**src/tlw_pkg.sv**
```systemverilog
package tlw_pkg;

  localparam int unsigned CFG_IDX_W  = 3;
  localparam int unsigned CFG_DATA_W = 8;

  // Register indexes on the configuration port
  localparam logic [CFG_IDX_W-1:0] REG_STEPS_PER_PHASE = 3'd0;
  localparam logic [CFG_IDX_W-1:0] REG_TICKS_PER_STEP  = 3'd1;
  localparam logic [CFG_IDX_W-1:0] REG_BLANK_TICKS     = 3'd2;
  localparam logic [CFG_IDX_W-1:0] REG_WALK_ON_TICKS   = 3'd3;
  localparam logic [CFG_IDX_W-1:0] REG_WALK_OFF_TICKS  = 3'd4;
  localparam logic [CFG_IDX_W-1:0] REG_WALK_BLINKS     = 3'd5;

  // Lamp codes: bit0 green A, bit1 yellow A, bit2 red A, bit3 red B,
  // bit4 yellow B, bit5 green B
  localparam logic [5:0] LAMPS_DARK    = 6'h00;
  localparam logic [5:0] LAMPS_ALL_RED = 6'h0C;
  localparam logic [5:0] LAMPS_A_GREEN  = 6'h09;
  localparam logic [5:0] LAMPS_A_YELLOW = 6'h0A;
  localparam logic [5:0] LAMPS_B_GREEN  = 6'h24;
  localparam logic [5:0] LAMPS_B_YELLOW = 6'h14;

  typedef struct packed {
    logic [7:0] steps_per_phase;
    logic [7:0] ticks_per_step;
    logic [7:0] blank_ticks;
    logic [7:0] walk_on_ticks;
    logic [7:0] walk_off_ticks;
    logic [3:0] walk_blinks;
  } cfg_regs_t;

  function automatic logic [5:0] pattern_lamps(input logic [1:0] pat);
    logic [5:0] lamps;
    case (pat)
      2'd0:    lamps = LAMPS_A_GREEN;
      2'd1:    lamps = LAMPS_A_YELLOW;
      2'd2:    lamps = LAMPS_B_GREEN;
      default: lamps = LAMPS_B_YELLOW;
    endcase
    return lamps;
  endfunction

endpackage

```
**src/tlw_cfg_regs.sv**
```systemverilog
module tlw_cfg_regs import tlw_pkg::*; (
  input  logic                  clk,
  input  logic                  rst_n,
  input  logic                  wr_en,
  input  logic [CFG_IDX_W-1:0]  wr_index,
  input  logic [CFG_DATA_W-1:0] wr_data,
  output cfg_regs_t             regs
);

  cfg_regs_t regs_r;

  always_ff @(posedge clk) begin
    if (!rst_n) begin
      regs_r.steps_per_phase <= 8'd9;
      regs_r.ticks_per_step  <= 8'd3;
      regs_r.blank_ticks     <= 8'd5;
      regs_r.walk_on_ticks   <= 8'd10;
      regs_r.walk_off_ticks  <= 8'd5;
      regs_r.walk_blinks     <= 4'd5;
    end else if (wr_en) begin
      unique case (wr_index)
        REG_STEPS_PER_PHASE: regs_r.steps_per_phase <= wr_data;
        REG_TICKS_PER_STEP:  regs_r.ticks_per_step  <= wr_data;
        REG_BLANK_TICKS:     regs_r.blank_ticks     <= wr_data;
        REG_WALK_ON_TICKS:   regs_r.walk_on_ticks   <= wr_data;
        REG_WALK_OFF_TICKS:  regs_r.walk_off_ticks  <= wr_data;
        REG_WALK_BLINKS:     regs_r.walk_blinks     <= wr_data[3:0];
        default: ;  // unmapped index: ignored
      endcase
    end
  end

  assign regs = regs_r;

endmodule

```
**src/traffic_light_with_walk_request.sv**
```systemverilog
// An accepted input transfer has its result in the output register in the next cycle.
// Throughput: one tick per cycle while out_ready allows; the whole update for a tick is
//   one pass of counter/compare logic between the state and output registers.
// The output register frees up in the same cycle it is taken, so ticks stream.
// Reset (rst_n low, synchronous): road A green pattern, all counters zero,
//   no request pending, registers back to their defaults, output empty.
module traffic_light_with_walk_request import tlw_pkg::*; (
  input  logic                  clk,
  input  logic                  rst_n,
  // tick channel
  input  logic                  in_valid,
  output logic                  in_ready,
  input  logic                  in_button_pressed,
  // lamp channel
  output logic                  out_valid,
  input  logic                  out_ready,
  output logic [5:0]            out_road_lamps,
  output logic                  out_walk_lamp,
  output logic                  out_dont_walk_lamp,
  // configuration writes
  input  logic                  cfg_valid,
  output logic                  cfg_ready,
  input  logic [CFG_IDX_W-1:0]  cfg_index,
  input  logic [CFG_DATA_W-1:0] cfg_data
);

  // Controller modes. Codes 0..3 are the vehicle patterns so the low two
  // bits index the lamp table directly.
  typedef enum logic [2:0] {
    M_A_GREEN   = 3'd0,
    M_A_YELLOW  = 3'd1,
    M_B_GREEN   = 3'd2,
    M_B_YELLOW  = 3'd3,
    M_DARK      = 3'd4,
    M_WALK_ON   = 3'd5,
    M_WALK_OFF  = 3'd6
  } mode_t;

  cfg_regs_t cfg;

  // Config writes land out of reset; the user must write only while idle (unchecked).
  assign cfg_ready = rst_n;

  tlw_cfg_regs u_cfg (
    .clk      (clk),
    .rst_n    (rst_n),
    .wr_en    (cfg_valid && cfg_ready),
    .wr_index (cfg_index),
    .wr_data  (cfg_data),
    .regs     (cfg)
  );

  mode_t       mode_r,  mode_nxt;
  logic [7:0]  step_r,  step_nxt;
  logic [7:0]  tick_r,  tick_nxt;
  logic        req_r,   req_nxt;
  logic        tog_r,   tog_nxt;
  logic [3:0]  blink_r, blink_nxt;
  logic        resume_r, resume_nxt;

  logic        out_valid_r;
  logic [5:0]  lamps_r,  lamps_nxt;
  logic        walk_r,   walk_nxt;
  logic        dwalk_r,  dwalk_nxt;

  logic        accept;
  logic [7:0]  dur;
  logic [7:0]  tick_inc;
  logic        tick_done;
  logic [7:0]  step_inc;
  logic [3:0]  blink_inc;

  // Result register drains in the cycle it is taken, so a new tick can
  // land while the previous result goes out. No tick is taken in reset.
  assign in_ready = rst_n && (!out_valid_r || out_ready);
  assign accept   = in_valid && in_ready;

  // One shared tick counter; its period depends on the mode.
  always_comb begin
    case (mode_r)
      M_DARK:     dur = cfg.blank_ticks;
      M_WALK_ON:  dur = cfg.walk_on_ticks;
      M_WALK_OFF: dur = cfg.walk_off_ticks;
      default:    dur = cfg.ticks_per_step;
    endcase
  end

  // Increment first, then compare: a zero duration behaves as one.
  assign tick_inc  = tick_r + 8'd1;
  assign tick_done = (tick_inc >= dur);
  assign step_inc  = step_r + 8'd1;
  assign blink_inc = blink_r + 4'd1;

  always_comb begin
    mode_nxt   = mode_r;
    step_nxt   = step_r;
    tick_nxt   = tick_done ? 8'd0 : tick_inc;
    req_nxt    = req_r;
    tog_nxt    = tog_r;
    blink_nxt  = blink_r;
    resume_nxt = resume_r;
    lamps_nxt  = LAMPS_DARK;
    walk_nxt   = 1'b0;
    dwalk_nxt  = 1'b0;

    unique case (mode_r)
      M_A_GREEN, M_A_YELLOW, M_B_GREEN, M_B_YELLOW: begin
        lamps_nxt = pattern_lamps(mode_r[1:0]);
        dwalk_nxt = tog_r;
        // press latched on any vehicle tick
        if (in_button_pressed) req_nxt = 1'b1;
        if (tick_done) begin
          tog_nxt  = !tog_r;
          step_nxt = step_inc;
          if (step_inc >= cfg.steps_per_phase) begin
            step_nxt = 8'd0;
            // walk sequence may only follow a yellow pattern
            if ((mode_r == M_A_YELLOW || mode_r == M_B_YELLOW) && req_nxt) begin
              resume_nxt = (mode_r == M_A_YELLOW);
              mode_nxt   = M_DARK;
            end else begin
              mode_nxt = mode_t'({1'b0, mode_r[1:0] + 2'd1});
            end
          end
        end
      end
      M_DARK: begin
        if (tick_done) begin
          blink_nxt = 4'd0;
          mode_nxt  = M_WALK_ON;
        end
      end
      M_WALK_ON: begin
        lamps_nxt = LAMPS_ALL_RED;
        walk_nxt  = 1'b1;
        if (tick_done) mode_nxt = M_WALK_OFF;
      end
      M_WALK_OFF: begin
        lamps_nxt = LAMPS_ALL_RED;
        if (tick_done) begin
          blink_nxt = blink_inc;
          if (blink_inc >= cfg.walk_blinks) begin
            blink_nxt = 4'd0;
            req_nxt   = 1'b0;
            mode_nxt  = resume_r ? M_B_GREEN : M_A_GREEN;
          end else begin
            mode_nxt = M_WALK_ON;
          end
        end
      end
      default: begin
        // unused code: dark output, restart at road A green
        mode_nxt = M_A_GREEN;
        tick_nxt = 8'd0;
        step_nxt = 8'd0;
      end
    endcase
  end

  // State advances only on an accepted tick; result register loads with it.
  always_ff @(posedge clk) begin
    if (!rst_n) begin
      mode_r      <= M_A_GREEN;
      step_r      <= 8'd0;
      tick_r      <= 8'd0;
      req_r       <= 1'b0;
      tog_r       <= 1'b0;
      blink_r     <= 4'd0;
      resume_r    <= 1'b0;
      out_valid_r <= 1'b0;
    end else begin
      if (accept) begin
        mode_r   <= mode_nxt;
        step_r   <= step_nxt;
        tick_r   <= tick_nxt;
        req_r    <= req_nxt;
        tog_r    <= tog_nxt;
        blink_r  <= blink_nxt;
        resume_r <= resume_nxt;
      end
      if (accept) begin
        out_valid_r <= 1'b1;
      end else if (out_ready) begin
        out_valid_r <= 1'b0;
      end
    end
  end

  // payload: no reset needed
  always_ff @(posedge clk) begin
    if (accept) begin
      lamps_r <= lamps_nxt;
      walk_r  <= walk_nxt;
      dwalk_r <= dwalk_nxt;
    end
  end

  assign out_valid          = out_valid_r;
  assign out_road_lamps     = lamps_r;
  assign out_walk_lamp      = walk_r;
  assign out_dont_walk_lamp = dwalk_r;

  // A request stays pending through the whole dark and walk sequence.
  a_req_held_in_walk: assert property (@(posedge clk) disable iff (!rst_n)
    (mode_r == M_DARK || mode_r == M_WALK_ON || mode_r == M_WALK_OFF) |-> req_r)
    else $error("walk sequence running without a pending request");

  // Every accepted tick leaves a result behind.
  a_accept_gives_result: assert property (@(posedge clk) disable iff (!rst_n)
    accept |=> out_valid_r)
    else $error("accepted tick produced no result");

  // Walk lamp only ever lights with all roads red.
  a_walk_all_red: assert property (@(posedge clk) disable iff (!rst_n)
    (out_valid_r && walk_r) |-> (lamps_r == LAMPS_ALL_RED))
    else $error("walk lamp lit while a road is not red");

  // Don't-walk lamp is dark outside the vehicle patterns.
  a_dwalk_dark: assert property (@(posedge clk) disable iff (!rst_n)
    (out_valid_r && (lamps_r == LAMPS_ALL_RED || lamps_r == LAMPS_DARK)) |-> !dwalk_r)
    else $error("don't-walk lamp lit during dark or walk phase");

endmodule
```
**config.mk**
```make
export PLATFORM = sky130hd
export DESIGN_NAME = traffic_light_with_walk_request
export DESIGN_NICKNAME = d
export VERILOG_FILES = /design/src/tlw_pkg.sv /design/src/tlw_cfg_regs.sv /design/src/traffic_light_with_walk_request.sv
export SDC_FILE = /design/constraint.sdc
export NUM_CORES = 1
export LEC_CHECK = 0
export ABC_AREA = 1
export BUFFER_PORTS_ARGS = -buffer_cell sky130_fd_sc_hd__buf_4
export CORE_MARGIN = 10
export CORE_UTILIZATION = 60
export DETAILED_ROUTE_END_ITERATION = 6
export PLACE_DENSITY = 0.81
export SLEW_MARGIN = 0
export SYNTH_ARGS = -nofsm -noshare
export SYNTH_HDL_FRONTEND = slang
export SYNTH_SLANG_ARGS = --single-unit
```
**constraint.sdc**
```tcl
create_clock -name clk -period 3.6 [get_ports clk]
set_clock_uncertainty 0.15 [all_clocks]
set_input_delay 1.08 -clock clk [delete_from_list [all_inputs] [get_ports clk]]
set_output_delay 1.08 -clock clk [all_outputs]
set_load 0.02 [all_outputs]
```
==> flow_summary.yaml, run 1 <==
finish:
  fill_cells: 568
  area_growth_pct: 11.54
  multiInputGateArea_mm2: 0.002146
  diodes: 0
  drive_gt1_share_pct: 9.839
  final_cell_mix: "nand2_1 (134), nor2_1 (84), inv_1 (83)"
  final_common_cell: "nand2_1"
  nets: 659
  regArea_mm2: 0.001662
  stdcell_area_mm2: 0.004691
placement:
  finalWeightedCongestion: 0.9080
  preCtsSetupSlack_ns: 0.2213
  io_buffers: 27
  postPlaceCellArea_mm2: 0.004479
  place.detailed.hpwl_um: 7029
timing:
  worst_pin_slew_ns: 0.5810
  slew_headroom_pct: 61.16
  drv_slew: 0
  finalSetupViolations: 0
  period_share_pct: 92.05
  hold_violations: 0
  layout_setup_ws_ns: 0.2862
  fin_crit_ns: 3.314
  fmax_ghz: 0.3018
worst_hold_path:
  min_from: "u_cfg.regs[6]"
  whs_path_depth: 2
  min_to: "u_cfg.regs[6]"
  min_path_type: "reg2reg"
detailed_routing:
  wl_per_cell_um: 13.39
  viasPerCell: 5.270
  route.detailed.drc: 0
  num_vias: 3773
  drt-total-wl_um: 9586
  routed.top_layer: "met4"
  drtAntennaViolNets: 0
  met1Wirelength_um: 4320
  drt_iter0_markers: 203
  dr.pass1.iters: 5
  dr_wl_met3_um: 458
  wl_met2_um: 4617
synthesis:
  netlist_instances: 590
  synth_warnings: 0
  synth_top_area_share_pct: 33.80
  yosysSeqAreaShare_pct: 39.51
  syn_nets: 634
  synth_seq_cells: 79
  netlist.top_cell.by_area: "dfxtp_1"
  synth_area_leaders: "dfxtp_1 (34%), nand2_1 (12%), ha_1 (8.0%)"
  syn_area_mm2: 0.004205
  syn_avg_cell_area_um2: 7.128
  synth.distinct_cells: 35
setup_path:
  required_ns: 3.69
  path_cells: "inv_1, ha_1, nand2_2, inv_1, a221oi_1, ha_1, nand2_1, nor2_1, nor2_1, nand2_1, nand2_2, inv_2, nand2_1, nand2_1, nand2_1, nor2_1"
  r2r_start: "mode_r[0]"
  end_kind: "register"
  cp_slowest_cell: "a221oi_1"
  r2r_setup_slack_ns: 0.29
  rr_endpoint: "blink_r[3]"
  critPathKind: "reg2reg"
  cp_common_cell: "nand2_1"
  crit_fanout: 11
  cpPeakStageDelay_ns: 0.43
  startpoint_type: "register"
  r2r_cells: 16
  cp_data_arrival_time_ns: 3.40
clock_tree:
  numCtsBuffers: 9
  post_cts_buffers: 0
  ctsRootBufferMaster: "clkbuf_8"
  clk_pin_slew_ns: 0.09
  htreeDepth: 3
  clock_latency_ns: 0.36
  clock_path_buffers: 2
  cts_num_sinks: 79
  cts_tree: "yes"
power:
  ir_drop_mv: 0.3349
  p_per_area_mw_per_mm2: 523.7
  p_leak_nw: 2.220
grt:
  grt_util_all_layers_pct: 17.46
  grt_pass1_vias: 3432
  antenna_found_initial: 0
  grt_overflow: 0
  grt_pass1_wl_um: 15920
  grt_max_degree: 59
floorplan:
  die_width_um: 103.7
  io_pins: 28
  core_area_mm2: 0.006794
  die_area_mm2: 0.01076
  num_rows: 30
  die_h_um: 103.7
  initial_core_util_pct: 61.90
status:
  status: "finished clean"
run:
  maxCapViolations: 0
==> state kept, by name, summed over array words and instances (netlist names) <==
signal              count
u_cfg.regs             44
out_road_lamps          6
step_r                  8
out_dont_walk_lamp      1
tog_r                   1
mode_r                  3
out_walk_lamp           1
tick_r                  8
req_r                   1
out_valid               1
blink_r                 4
resume_r                1
==> timing repair <==
action,4_1_cts,5_1_grt
setup endpoints to repair,0,15
gates resized for setup,0,4
hold buffers,0,0
==> synth_stat cells <==
cell type,number
edfxtp_1,8
nor4_4,1
dfxtp_1,71
o21ai_1,1
inv_1,83
o21ai_2,1
inv_2,4
buf_4,1
o31ai_1,1
a21o_1,2
nor3_1,2
nor2_1,84
nand3_1,32
xor2_1,8
nand2_2,2
clkbuf_1,12
nor2_4,1
nor2_2,1
a21oi_1,35
o211ai_1,10
ha_1,27
o21ai_0,43
a41oi_1,1
inv_4,1
nand4_1,3
buf_6,1
o21a_1,1
o2111a_1,5
xnor2_1,3
nor3_4,1
buf_2,3
o22ai_1,2
nand2_1,135
a221oi_1,2
o21bai_1,2
==> how the worst max path moves through the flow <==
| stage | startpoint | endpoint | slack [ns] | depth (start not counted) |
|---|---|---|---|---|
| 6_report | mode_r[0] | blink_r[3] | 0.29 | 16 |
| 5_1_grt | mode_r[0] | blink_r[1] | -0.01 | 17 |
| 4_1_cts | mode_r[0] | step_r[1] | 0.17 | 15 |
| 3_5_place_dp | mode_r[0] | step_r[5] | 0.22 | 14 |
| 3_3_place_gp | mode_r[0] | step_r[1] | 0.30 | 17 |
| 2_1_floorplan | mode_r[0] | step_r[3] | 0.59 | 16 |
==> routing by layer <==
metal	track usage [%]	vias up
met5	0	-
met4	6.759	0
met2	29.55	100
met3	2.788	21
li1	-	1948
met1	21.65	1704
==> worst max-delay path, delay by kind of cell, from the launching register on <==
family	cells	cell delay, ns
buffers and inverters	3	0.38
and+or+nand+nor	10	1.23
DFF	1	0.42
adders and majority gates	2	0.57
AOI/OAI and AO/OA	1	0.43
==> stage by stage <==
step / hold slack, ns / setup TNS, ns / cells / util, % / power (mW)
CTS: 0.3143 / 0 / 716 / 68.84 / 2.448
global placement: 0.2914 / 0 / 700 / 65.93 / 1.775
finish: 0.3139 / 0 / 716 / 69.04 / 2.456
floorplan: 0.2792 / 0 / 590 / - / 1.605
global route: 0.3407 / -0.01164 / 716 / 69.04 / 2.610
detailed placement: 0.2934 / 0 / 700 / 65.93 / 1.802
==> where the power goes <==
group / internal (mW) / switching (mW) / total [mW]
Sequential: 0.961 / 0.0607 / 1.02
Combinational: 0.264 / 0.516 / 0.780
Clock: 0.300 / 0.355 / 0.655
==> cells by family after synthesis <==
kind of cell	count (synthesis)	share of synthesized area, %
and+or+nand+nor	262	25.65
AOI/OAI and AO/OA	106	14.73
buffers and inverters	105	9.789
DFF	79	39.51
adders and majority gates	27	8.033
xor gates and xnor gates	11	2.291
==> area by class of cell <==
type                       count  share of cell area [%]
inverter                      88                   7.095
clock buffer                  10                   3.174
sequential                    79                   35.42
clock inverter                 6                   1.040
multi-input combinational    406                   45.75
timing repair buffer          31                   4.961
tap                           96                   2.561
No activity file was read; power rests on OpenSTA's default activity.
==> run 2, diff against run 1 <==
- CORE_ASPECT_RATIO: not set -> 0.8
==> run 2 against run 1 <==
Net effect: utilization shrank 0.26 points; non-clock buffer count grew 1; combinational power grew 2.6%; register-to-register slack gained 0.03 ns; clock-buffer cell count grew 1; flip-flop and latch count is the same; worst setup slack gained 0.030 ns; cell count shrank 1.1%; clock power grew 11%; first-iteration DRC count grew 45%; via count grew 1.9%; critical path type unchanged; critical endpoint unchanged.
==> flow_summary.yaml, run 2 (same netlist as run 1, synthesis figures left out) <==
worst_hold_path:
  min_path_type: "reg2reg"
  min_from: "u_cfg.regs[26]"
detailed_routing:
  drtAntennaViolNets: 0
  drt-total-wl_um: 9920
  wl_per_cell_um: 14.01
  viasPerCell: 5.431
  drt_iter0_markers: 294
  route.detailed.drc: 0
  num_vias: 3845
  dr.pass1.iters: 7
floorplan:
  core_area_mm2: 0.006858
  io_pins: 28
  num_rows: 27
  die_h_um: 94.88
  die_width_um: 113.6
  initial_core_util_pct: 61.32
  die_area_mm2: 0.01078
timing:
  hold_violations: 0
  drv_slew: 0
  tns_ns: 0
  period_share_pct: 91.22
  finalSetupViolations: 0
  worst_pin_slew_ns: 0.5999
  slew_headroom_pct: 59.90
  rsz0062_at_grt: "no"
  fin_crit_ns: 3.284
  layout_setup_ws_ns: 0.3161
  fmax_ghz: 0.3045
  hold_ws_ns: 0.3145
grt:
  grt_max_degree: 47
  gr-usage-met1_pct: 23.25
  grt-busiest-layer: "met2"
  grt_overflow: 0
  grt_pass1_vias: 3636
  antenna_found_initial: 0
  grt_util_met2_pct: 30.24
  grt_util_all_layers_pct: 18.87
  use_met3_pct: 5.450
  grt_pass1_wl_um: 16620
finish:
  diodes: 0
  largest_reg_flops: 44
  area_growth_pct: 12.17
  drive_gt1_share_pct: 9.984
  nets: 660
  final_common_cell: "nand2_1"
  fill_cells: 588
  final_cell_mix: "nand2_1 (134), nor2_1 (84), inv_1 (83)"
  stdcell_area_mm2: 0.004717
clock_tree:
  cts_tree: "yes"
  clock_path_buffers: 2
  htreeDepth: 3
  clock_latency_ns: 0.37
  post_cts_buffers: 0
  ctsRootBufferMaster: "clkbuf_8"
  numCtsBuffers: 9
  cts_num_sinks: 79
  clk_pin_slew_ns: 0.09
power:
  ir_drop_mv: 0.3127
  p_per_area_mw_per_mm2: 540.1
  p_leak_nw: 2.242
setup_path:
  r2r_start: "mode_r[0]"
  cp_slowest_cell: "dfxtp_1"
  path_cells: "inv_1, ha_1, nand2_2, inv_1, a221oi_1, ha_1, nand2_1, nor2_1, nor2_1, nand2_1, nand2_2, inv_2, nand2_1, nand2_1, nand2_1, nor2_1"
  crit_fanout: 11
  crit_start: "mode_r[0]"
  end_kind: "register"
  critPathBufInv: 3
  cp_top_family: "simple AND/OR/NAND/NOR gates"
  cpPeakStageDelay_ns: 0.42
  startpoint_type: "register"
  required_ns: 3.71
  critPathKind: "reg2reg"
  cp_data_arrival_time_ns: 3.39
  cp_common_cell: "nand2_1"
placement:
  finalWeightedCongestion: 0.8739
  place.detailed.hpwl_um: 7306
  preCtsSetupSlack_ns: 0.2078
  postPlaceCellArea_mm2: 0.004476
  io_buffers: 27
run:
  maxCapViolations: 0
status:
  status: "finished clean"
-- run 2: cell types whose count changed in the layout (fill, tap and decap cells not counted), sizes merged --
cell,delta
inv,-2
clkinvlp,-1
clkbuf,+1
bufinv,+1
buf,+1
clkinv,+1
-- run 2: tightest hold or removal path, cell delays in order (launching register included) --
cell and delay [ns]:
dfxtp_1 0.30, inv_1 0.06, a21oi_1 0.06
-- run 2: final timing paths --
check	end	slack (ns)	cells past startpoint
worst max-delay path	blink_r[3]	0.32	16
worst min-delay path	u_cfg.regs[26]	0.31	2
worst max register to register	blink_r[3]	0.32	16
worst min register to register	u_cfg.regs[26]	0.31	2
-- run 2: cell type report --
| class | count | area (um^2) | share of cell area (%) |
|---|---|---|---|
| clock buffer | 11 | 162.7 | 3.448 |
| clock inverter | 5 | 62.56 | 1.326 |
| inverter | 88 | 332.8 | 7.056 |
| multi-input combinational | 406 | 2148 | 45.54 |
| sequential | 79 | 1662 | 35.23 |
| tap | 87 | 108.9 | 2.308 |
| timing repair buffer | 32 | 240.2 | 5.093 |
-- run 2: repair_timing --
action                                  CTS  global route
gates resized for setup                   0             4
endpoints found under the setup margin    0            17
endpoints found under the hold margin     0             0
hold buffers                              0             0
-- run 2: power breakdown --
part           total, mW  switching, mW  internal [mW]
logic              0.800          0.534          0.267
clock network      0.730          0.345          0.385
registers           1.02         0.0569          0.961
total               2.55          0.936           1.61
-- run 2: metrics by stage --
stage / utilization [%] / total power [mW] / cells
floorplan: - / 1.605 / 590
global placement: 65.26 / 1.780 / 692
detailed placement: 65.26 / 1.812 / 692
CTS: 68.55 / 2.538 / 708
global route: 68.78 / 2.714 / 708
finish: 68.78 / 2.548 / 708
-- run 2: routing by layer --
layer | share of wire, % | up-vias | routed length (um)
met5 | 0 | - | 0
met4 | 1.9 | 0 | 193
met3 | 7.0 | 20 | 695
met2 | 45 | 133 | 4464
met1 | 46 | 1745 | 4566
li1 | - | 1947 | -
